<file path="src/fpa_pkg.sv">
// ----------------------------------------------------------------------------
// Fixed-point ALU package
// Shared widths, opcodes, request and result types, and the cell's carry record.
// ----------------------------------------------------------------------------
package fpa_pkg;

  localparam int WIDTH     = 32;
  localparam int FRAC_BITS = 8;
  // Quotient bits of the widened dividend.
  localparam int QBITS     = WIDTH + FRAC_BITS;
  localparam int NCELLS    = QBITS;

  typedef enum logic [3:0] {
    OP_ADD = 4'd0, OP_SUB = 4'd1, OP_MUL = 4'd2, OP_DIV = 4'd3,
    OP_LT  = 4'd4, OP_GT  = 4'd5, OP_LE  = 4'd6, OP_GE  = 4'd7,
    OP_EQ  = 4'd8, OP_NE  = 4'd9, OP_MIN = 4'd10, OP_MAX = 4'd11,
    OP_INC = 4'd12, OP_DEC = 4'd13, OP_FROM_INT = 4'd14, OP_TO_INT = 4'd15
  } opcode_t;

  typedef struct packed {
    logic [3:0]         opcode;
    logic signed [31:0] operand_a;
    logic signed [31:0] operand_b;
  } fpa_in_t;

  typedef struct packed {
    logic signed [31:0] result_word;
    logic               compare_true;
    logic               divide_by_zero;
  } fpa_out_t;

  // Record moved from one divider cell to the next.
  typedef struct packed {
    logic              valid;
    logic              is_div;
    logic              neg;
    logic              dz;
    logic [WIDTH-1:0]  other;   // result of the non-divide path
    logic              cmp;
    logic [WIDTH:0]    rem;     // partial remainder
    logic [QBITS-1:0]  dvd;     // dividend bits, shifted into quotient bits
    logic [WIDTH-1:0]  dvs;     // divisor magnitude
  } fpa_slot_t;

endpackage

</file>
<file path="src/fpa_cell.sv">
// ----------------------------------------------------------------------------
// Fixed-point ALU divider cell
// One restoring-division step; passes the request to the next cell when allowed.
// ----------------------------------------------------------------------------
module fpa_cell (
  input  logic              clk,
  input  logic              rst_n,
  input  logic              adv,
  input  fpa_pkg::fpa_slot_t slot_in,
  output fpa_pkg::fpa_slot_t slot_out
);
  import fpa_pkg::*;

  fpa_slot_t slot_r, slot_nxt;
  logic [WIDTH:0] trial;
  logic [WIDTH:0] diff;

  // Shift in the next dividend bit and try subtracting the divisor.
  always_comb begin
    slot_nxt = slot_in;
    trial    = {slot_in.rem[WIDTH-1:0], slot_in.dvd[QBITS-1]};
    diff     = trial - {1'b0, slot_in.dvs};
    if (!diff[WIDTH]) begin
      slot_nxt.rem = diff;
    end else begin
      slot_nxt.rem = trial;
    end
    slot_nxt.dvd = {slot_in.dvd[QBITS-2:0], ~diff[WIDTH]};
  end

  always_ff @(posedge clk) begin
    if (!rst_n) begin
      slot_r.valid <= 1'b0;
    end else if (adv) begin
      slot_r <= slot_nxt;
    end
  end

  assign slot_out = slot_r;

endmodule

</file>
<file path="config.mk">
export PLATFORM = sky130hd
export DESIGN_NAME = fpa_cell
export DESIGN_NICKNAME = d
export VERILOG_FILES = /design/src/fpa_pkg.sv /design/src/fpa_cell.sv
export SDC_FILE = /design/constraint.sdc
export NUM_CORES = 1
export LEC_CHECK = 0
export ABC_AREA = 1
export BUFFER_PORTS_ARGS = -buffer_cell sky130_fd_sc_hd__buf_4
export CAP_MARGIN = 30
export CORE_MARGIN = 2
export CORE_UTILIZATION = 35
export DETAILED_ROUTE_END_ITERATION = 10
export RECOVER_POWER = 100
export SLEW_MARGIN = 20
export SYNTH_ARGS = -nofsm -noshare
export SYNTH_HDL_FRONTEND = slang
export SYNTH_SLANG_ARGS = --single-unit
</file>
<file path="constraint.sdc">
create_clock -name clk -period 5.7 [get_ports clk]
set_clock_uncertainty 0.1 [all_clocks]
set_input_delay 0.855 -clock clk [delete_from_list [all_inputs] [get_ports clk]]
set_output_delay 0.855 -clock clk [all_outputs]
set_load 0.01 [all_outputs]
</file>
# Yosys cells after proc, flatten, opt, wreduce, memory -nomap -nowiden
# Index checks and enable logic that the tools add are counted.
# totals
register_bits	142
input_bits	145
out_inout_bits	142
word_cells	14
# op_classes
add_sub_neg	1
n_mux	1
bitwise_logic	1
reduce_logical	1
# ops
cell	n
$sub A33 B32 Y33	1
$mux W32	1
$reduce_and A2 Y1	1
$not A1 Y1	1

# Depth between registers and ports, before layout
# Gate-level depths: netlist of run 1.
# depth
word_depth	2
depth_mapped	17
ltp_nobuf	16

# Worst setup path before layout of run 1
# No wires, ideal clock.
# synth_path
path_kind	input-to-reg
start	input rst_n
end	register slot_r, in the netlist slot_out[0] (enable)
setup_time_ns	0.494
t_arrival_ns	3.605
required_time_ns	5.106
path_slack_ns	1.501
path_stages	2
n_path_buf	0
path_cell_list	nand2_1 inv_1
# synth_via
elab_chain_len	1
# synth_lines
element	line_no	text
start, declared	fpa_cell.sv:7	input logic rst_n,
$reduce_and A2 Y1 (no source line)	n/a	
end signal, assigned	fpa_cell.sv:35	slot_r <= slot_nxt;
end, declared	fpa_cell.sv:14	fpa_slot_t slot_r, slot_nxt;
# Every way passes these cells.
# A chain may end at the register's enable or synchronous reset.

# Worst setup path in the final report of run 1
# layout_path
start	input adv
end	register slot_r, in the netlist slot_out[25] (enable)
# layout_via
elab_chain_len	1
# layout_lines
element	line_no	text
start, declared	fpa_cell.sv:8	input logic adv,
$reduce_and A2 Y1 (no source line)	n/a	
# Every way passes these cells.

==> results by group, run 1 <==
Worst hold path
  • Hold WC Path Type: reg2reg
  • Sink of the worst hold path: slot_out[141]
  • Cells on Worst Hold Path: 2
  • Hold path start: slot_out[141]

Floorplanning
  • Die Y: 150 microns
  • IO Pins: 287
  • Core area: 21000 sq um
  • Starting Density: 35.5%
  • Die area: 22400 sq um
  • Row count: 53
  • Die W: 150 microns

Final layout
  • Max reg flops: 142
  • Share of cells above drive strength 1: 15.2%
  • Fillers: 2250
  • Layout area overhead: 31.9%
  • Reg area: 4250 sq um
  • Diodes inserted: 0
  • Multi-input combinational cell area: 2500 sq um
  • Post-Layout Cell Count: 1415
  • Post-layout nets: 1305

STA
  • Final hold vios: 0
  • Fmax: 255 MHz
  • Setup TNS: 0 ns
  • Unrepaired setup endpoints after global routing: false
  • Final period utilization: 68.8%
  • Slew margin rel.: -81.3%
  • Fin. max-slew vios: 48
  • Fin crit period: 3.92 ns
  • Final setup fails: 0
  • Worst slew pin tran: 2.72 ns

Logic synthesis
  • Unique cell type count in the Yosys netlist: 25
  • Post-synth EDFFs: 141
  • Synth top area cells: edfxtp_1 57%, nand2_1 17%, inv_1 7.9%, ha_1 5.4%, nand3_1 2.1%
  • Yosys warnings: 0
  • Yosys top cell by area: edfxtp_1
  • Seq cells post-synth: 142
  • Synth top area share: 56.9%
  • Mapped cell area: 7440 sq um
  • Post-synth ARST share: 0%
  • Syn avg cell area: 8.99 sq um
  • Syn nets: 1006
  • Seq/Total Area, Yosys: 57.2%
  • Ys flop type: edfxtp_1
  • Synth Instances: 828

Setup path
  • CP Launch Type: primary input
  • Most used cell, CP: clkbuf_1
  • CP Data Arrival Time: 3.80 ns
  • R2r setup slk: 4.97 ns
  • Slowest stage delay, CP: 1.98 ns
  • CP required: 5.58 ns
  • Slowest cell on the critical path: clkbuf_1
  • Worst r2r path cells: 2
  • Worst R2R End: slot_out[141]
  • WS Path Type: in2reg
  • Worst-path cell chain: clkbuf_1 -> nand2_1 -> inv_6 -> clkbuf_1
  • Crit. End Element: flop
  • CP Max Fanout: 95
  • Reg2Reg Launch Point: slot_out[141]

Pwr
  • Clock Power Share: 37.2%
  • Int Pwr: 2.01 mW
  • Net load switching power: 856 uW
  • Flop pwr share: 44.1%
  • Leakage Power: 4.67 nW
  • Maximum VDD drop: 0.000191 V
  • Pwr dens: 292 nW/um^2
  • Combinational Power Share: 18.7%
  • Total chip power: 2.87 mW
  • Net Sw Frac: 29.8%

GRT
  • Antenna violations before repair: 0
  • Global-route wire length before repair: 32700 microns
  • Gr usage total: 19.4%
  • Met1 Use GR: 22.9%
  • M3 GR Usage: 5.09%
  • Number of global-route vias before repair: 5989
  • Met2 Use GR: 35.4%
  • GRT Max-Usage Layer: met2
  • Pin count of the biggest net entering global routing: 96
  • Global route total overflow: 0

Place
  • Number of port buffers: 285
  • HPWL after DPL: 17700 microns
  • Gpl congestion: 0.879
  • Inst Count DP: 1383

Run
  • Max Cap Viol: 1

Routing
  • DRT Pass-1 Iters: 4
  • Routed WL per cell: 15.8 microns
  • Total number of vias: 6169
  • DR iter-0 viols: 225
  • Post-Route WL: 22300 microns
  • Vias per inst: 4.36
  • Number of routed nets with antenna violations: 0
  • Residual DRC: 0

Clock network
  • CTS Buffer Depth: 2
  • CTS clk-pin slew, worst paths: 0.07 ns
  • Clk sinks: 142
  • CTS tree: yes
  • Root Buffer: clkbuf_16
  • Hold buffers post-CTS: 0
  • TritonCTS Buffers: 17
  • Post-CTS sizing: 0
  • Postcts setup bufs: 0
  • Worst-Skew Late Latency: 0.42 ns
  • H-tree depth: 4

Status
  • Failing checks: capacitance limit, slew limit
  • Status: complete, but fails checks
## synth_stat cells, types with 4 or more instances
master    instances
nand2_1         334
edfxtp_1        141
o21bai_1          7
buf_6             6
nor2_1           39
nand3_1          31
nand4_1           8
nand2_2           8
nor3_1            6
and2_1            4
ha_1             32
inv_1           157
a21oi_1          25
xor2_1           14
## area by class of cell
type	instances	area share (%)
Clock buffer	18	4.37
Multi-Input combinational cell	520	25.5
Clock inverter	14	1.24
Tap cell	275	3.50
Sequential cell	142	43.3
Timing Repair Buffer	286	15.9
Inverter	160	6.17
## metrics by stage
| stage | util [%] | area, sq um | hold WS, ns | worst slack, ns |
|---|---|---|---|---|
| 2_1_floorplan | - | 7440 | 0.455 | 1.50 |
| 3_3_place_gp | 47.1 | 9870 | 0.427 | 2.40 |
| 3_5_place_dp | 47.1 | 9870 | 0.438 | 2.36 |
| 4_1_cts | 49.7 | 10400 | 0.454 | 2.80 |
| 5_1_grt | 46.8 | 9820 | 0.506 | 1.47 |
| 6_report | 46.8 | 9820 | 0.452 | 1.78 |
## cells by family after synthesis
group	count (synthesis)	share of synthesized area (%)
adders and majority gates	33	5.65
and+or+nand+nor	437	23.7
DFF	142	57.2
AOI/OAI and AO/OA	35	2.69
xor gates and xnor gates	15	1.77
buffers and inverters	166	8.98
## metal layers
metal / vias to the layer above / share of wire [%] / wire length [microns]
met5: - / 0 / 0
met2: 175 / 51 / 11300
met1: 2770 / 41 / 9240
met4: 0 / 0.67 / 149
li1: 3214 / - / -
met3: 10 / 7.2 / 1610
## power groups by stage
| stage | Clock (mW) | Combinational (mW) | Sequential [mW] |
|---|---|---|---|
| 2_1_floorplan | 0 | 0.288 | 1.34 |
| 3_3_place_gp | 0 | 0.606 | 1.29 |
| 3_5_place_dp | 0 | 0.611 | 1.29 |
| 4_1_cts | 1.09 | 0.612 | 1.27 |
| 5_1_grt | 1.13 | 0.607 | 1.27 |
| 6_report | 1.07 | 0.537 | 1.27 |
## critical path, delay by kind of cell
family | cells | cell delay, ns
simple gates | 1 | 0.12
buf+inv | 3 | 2.67
## cells in the final DEF (no fill, tap or decap), types with 5 or more instances in the layout
cell type	count
buf_4	35
inv_6	7
nand2_1	339
nand4_1	8
a21oi_1	25
inv_1	156
o21bai_1	7
clkinvlp_4	5
nor3_1	6
edfxtp_1	141
nand3_1	31
clkbuf_1	157
clkbuf_4	95
xor2_1	14
ha_1	32
clkbuf_16	17
nor2_1	39
## how the worst max path moves through the flow
| stage | from | endpoint | slack, ns | cells past startpoint |
|---|---|---|---|---|
| after floorplan | rst_n | slot_out[0] | 1.50 | 2 |
| after global placement | slot_in[0] | slot_out[102] | 2.40 | 15 |
| after detailed placement | slot_in[0] | slot_out[98] | 2.36 | 15 |
| after CTS | slot_in[0] | slot_out[77] | 2.80 | 15 |
| after global routing | adv | slot_out[25] | 1.47 | 4 |
| final | adv | slot_out[25] | 1.78 | 4 |
Note: power is estimated with default switching activity, not from simulation.
==> run 2, diff against run 1 <==
==> constraint.sdc (replaced) <==
create_clock -name clk -period 3.5 [get_ports clk]
set_clock_uncertainty 0.1 [all_clocks]
set_input_delay 0.525 -clock clk [delete_from_list [all_inputs] [get_ports clk]]
set_output_delay 0.525 -clock clk [all_outputs]
set_load 0.01 [all_outputs]
==> results by group, run 2 (synthesis results as in run 1) <==
Routing
  • DR top layer: met4
  • Routed WL per cell: 15.6 microns
  • DR iter-0 viols: 205
  • Met3 wire len: 1590 microns
  • Metal2 WL: 11200 microns
  • Post-Route WL: 22000 microns
  • Residual DRC: 0
  • DRT Pass-1 Iters: 5
  • M1 WL: 9000 microns
  • Number of routed nets with antenna violations: 0
  • Vias per inst: 4.37
  • Total number of vias: 6185

Status
  • Failing checks: capacitance limit, slew limit
  • Status: complete, but fails checks

GRT
  • Gr usage total: 19.0%
  • Global route total overflow: 0
  • Pin count of the biggest net entering global routing: 67
  • Antenna violations before repair: 0
  • Global-route wire length before repair: 32300 microns
  • Number of global-route vias before repair: 5967

Final layout
  • Diodes inserted: 0
  • Commonest non-fill, non-tap cells in the layout: 336 x nand2_1, 156 x inv_1, 149 x clkbuf_1
  • Reg area: 4250 sq um
  • Layout Utilization: 47.2%
  • Multi-input combinational cell area: 2510 sq um
  • Fillers: 2231
  • Max reg flops: 142
  • Fin area: 9880 sq um
  • Post-layout nets: 1307
  • Layout area overhead: 32.8%
  • Most common cell after layout, fill and taps aside: nand2_1
  • Share of cells above drive strength 1: 16.2%

Setup path
  • Most used cell, CP: nand2_1
  • Slowest stage delay, CP: 0.42 ns
  • Slowest cell on the critical path: fa_1
  • Worst-path cell chain: clkbuf_4 -> ha_1 -> fa_1 -> inv_1 -> nand2_1 -> nand2_1 -> nand3_1 -> nand2_2 -> nand2_1 -> nand2_1 -> nand2_1 -> nand3_1 -> nand2_2 -> nand2_1 -> nand2_1
  • Worst r2r path cells: 2
  • Critical path depth in cells: 15
  • Crit path max-delay family: simple AND/OR/NAND/NOR gates
  • CP required: 3.57 ns
  • CP Max Fanout: 33
  • Buf/Inv on CP: 2
  • WS Path Type: in2reg
  • CP Launch Type: primary input
  • Crit. End Element: flop
  • CP Data Arrival Time: 2.90 ns

Floorplanning
  • Die W: 150 microns
  • Starting Density: 35.5%
  • Die area: 22400 sq um
  • Core area: 21000 sq um
  • Row count: 53
  • IO Pins: 287
  • Die Y: 150 microns

Clock network
  • Clk sinks: 142
  • Root Buffer: clkbuf_16
  • Worst-Skew Late Latency: 0.42 ns
  • CTS clk-pin slew, worst paths: 0.07 ns
  • CTS tree: yes
  • Hold buffers post-CTS: 0
  • Postcts setup bufs: 0
  • Post-CTS sizing: 0
  • CTS Buffer Depth: 2
  • TritonCTS Buffers: 17
  • H-tree depth: 4

Pwr
  • Pwr dens: 479 nW/um^2
  • Flop pwr share: 43.6%
  • Net load switching power: 1.38 mW
  • Int Pwr: 3.35 mW
  • Clock Power Share: 37.9%
  • Total chip power: 4.73 mW
  • Leakage Power: 4.71 nW
  • Net Sw Frac: 29.2%
  • Maximum VDD drop: 0.000362 V
  • Combinational Power Share: 18.5%

Place
  • Number of port buffers: 285
  • Placed Instance Area: 9900 sq um
  • Gpl congestion: 0.844
  • HPWL after DPL: 17500 microns

STA
  • Final setup fails: 0
  • Final hold vios: 0
  • Fin. max-slew vios: 67
  • Fin crit period: 2.83 ns
  • Setup TNS: 0 ns
  • Slew margin rel.: -12.3%
  • Worst slew pin tran: 1.68 ns
  • Unrepaired setup endpoints after global routing: false
  • Fmax: 353 MHz
  • Min Hold Slack: 0.197 ns
  • Final period utilization: 81.0%

Worst hold path
  • Hold WC Path Type: in2reg
  • Cells on Worst Hold Path: 1

Run
  • Max Cap Viol: 1
run 2: changes by cell type in the layout (fill, tap and decap cells not counted):
| cell | change |
|---|---|
| clkbuf_1 | -8 |
| clkinvlp_2 | +1 |
| nand2_1 | -3 |
| nand2_2 | +3 |
| inv_6 | -1 |
| clkbuf_2 | +2 |
| buf_4 | -1 |
| inv_8 | -1 |
| bufinv_16 | +1 |
| clkbuf_4 | +8 |
| clkinvlp_4 | -1 |
| clkinv_8 | +1 |
run 2: layer usage:
metal / vias to the layer above / global-route usage [%]
li1: 3214 / -
met1: 2760 / 22.6
met2: 192 / 34.3
met3: 19 / 4.73
met4: 0 / 5.09
met5: - / 0
run 2: final timing paths:
check | start | to | slack [ns]
worst max-delay path | slot_in[0] | slot_out[76] | 0.67
worst min-delay path | slot_in[105] | slot_out[105] | 0.20
worst max register to register | slot_out[141] | slot_out[141] | 2.74
worst min register to register | slot_out[141] | slot_out[141] | 0.48
run 2: power groups by stage:
stage | combinational, mW | sequential [mW] | clock [mW]
finish | 0.874 | 2.06 | 1.79
global route | 0.988 | 2.08 | 1.91
CTS | 0.999 | 2.07 | 1.85
detailed placement | 0.996 | 2.10 | 0
global placement | 0.983 | 2.10 | 0
floorplan | 0.470 | 2.17 | 0
run 2: final cells by class:
type / count / share of cell area, %
flip-flops and latches: 142 / 43.1
multi-input cells: 520 / 25.4
repair buffers: 288 / 16.2
inverters: 160 / 6.09
clock buffers: 17 / 4.31
well taps: 275 / 3.48
clock inverters: 14 / 1.51
run 2: stage by stage:
| step | setup WS (ns) | instances |
|---|---|---|
| finish | 0.667 | 1416 |
| global route | 0.381 | 1416 |
| CTS | 0.947 | 1416 |
| detailed placement | 0.501 | 1385 |
| global placement | 0.557 | 1385 |
| floorplan | 0.310 | 828 |
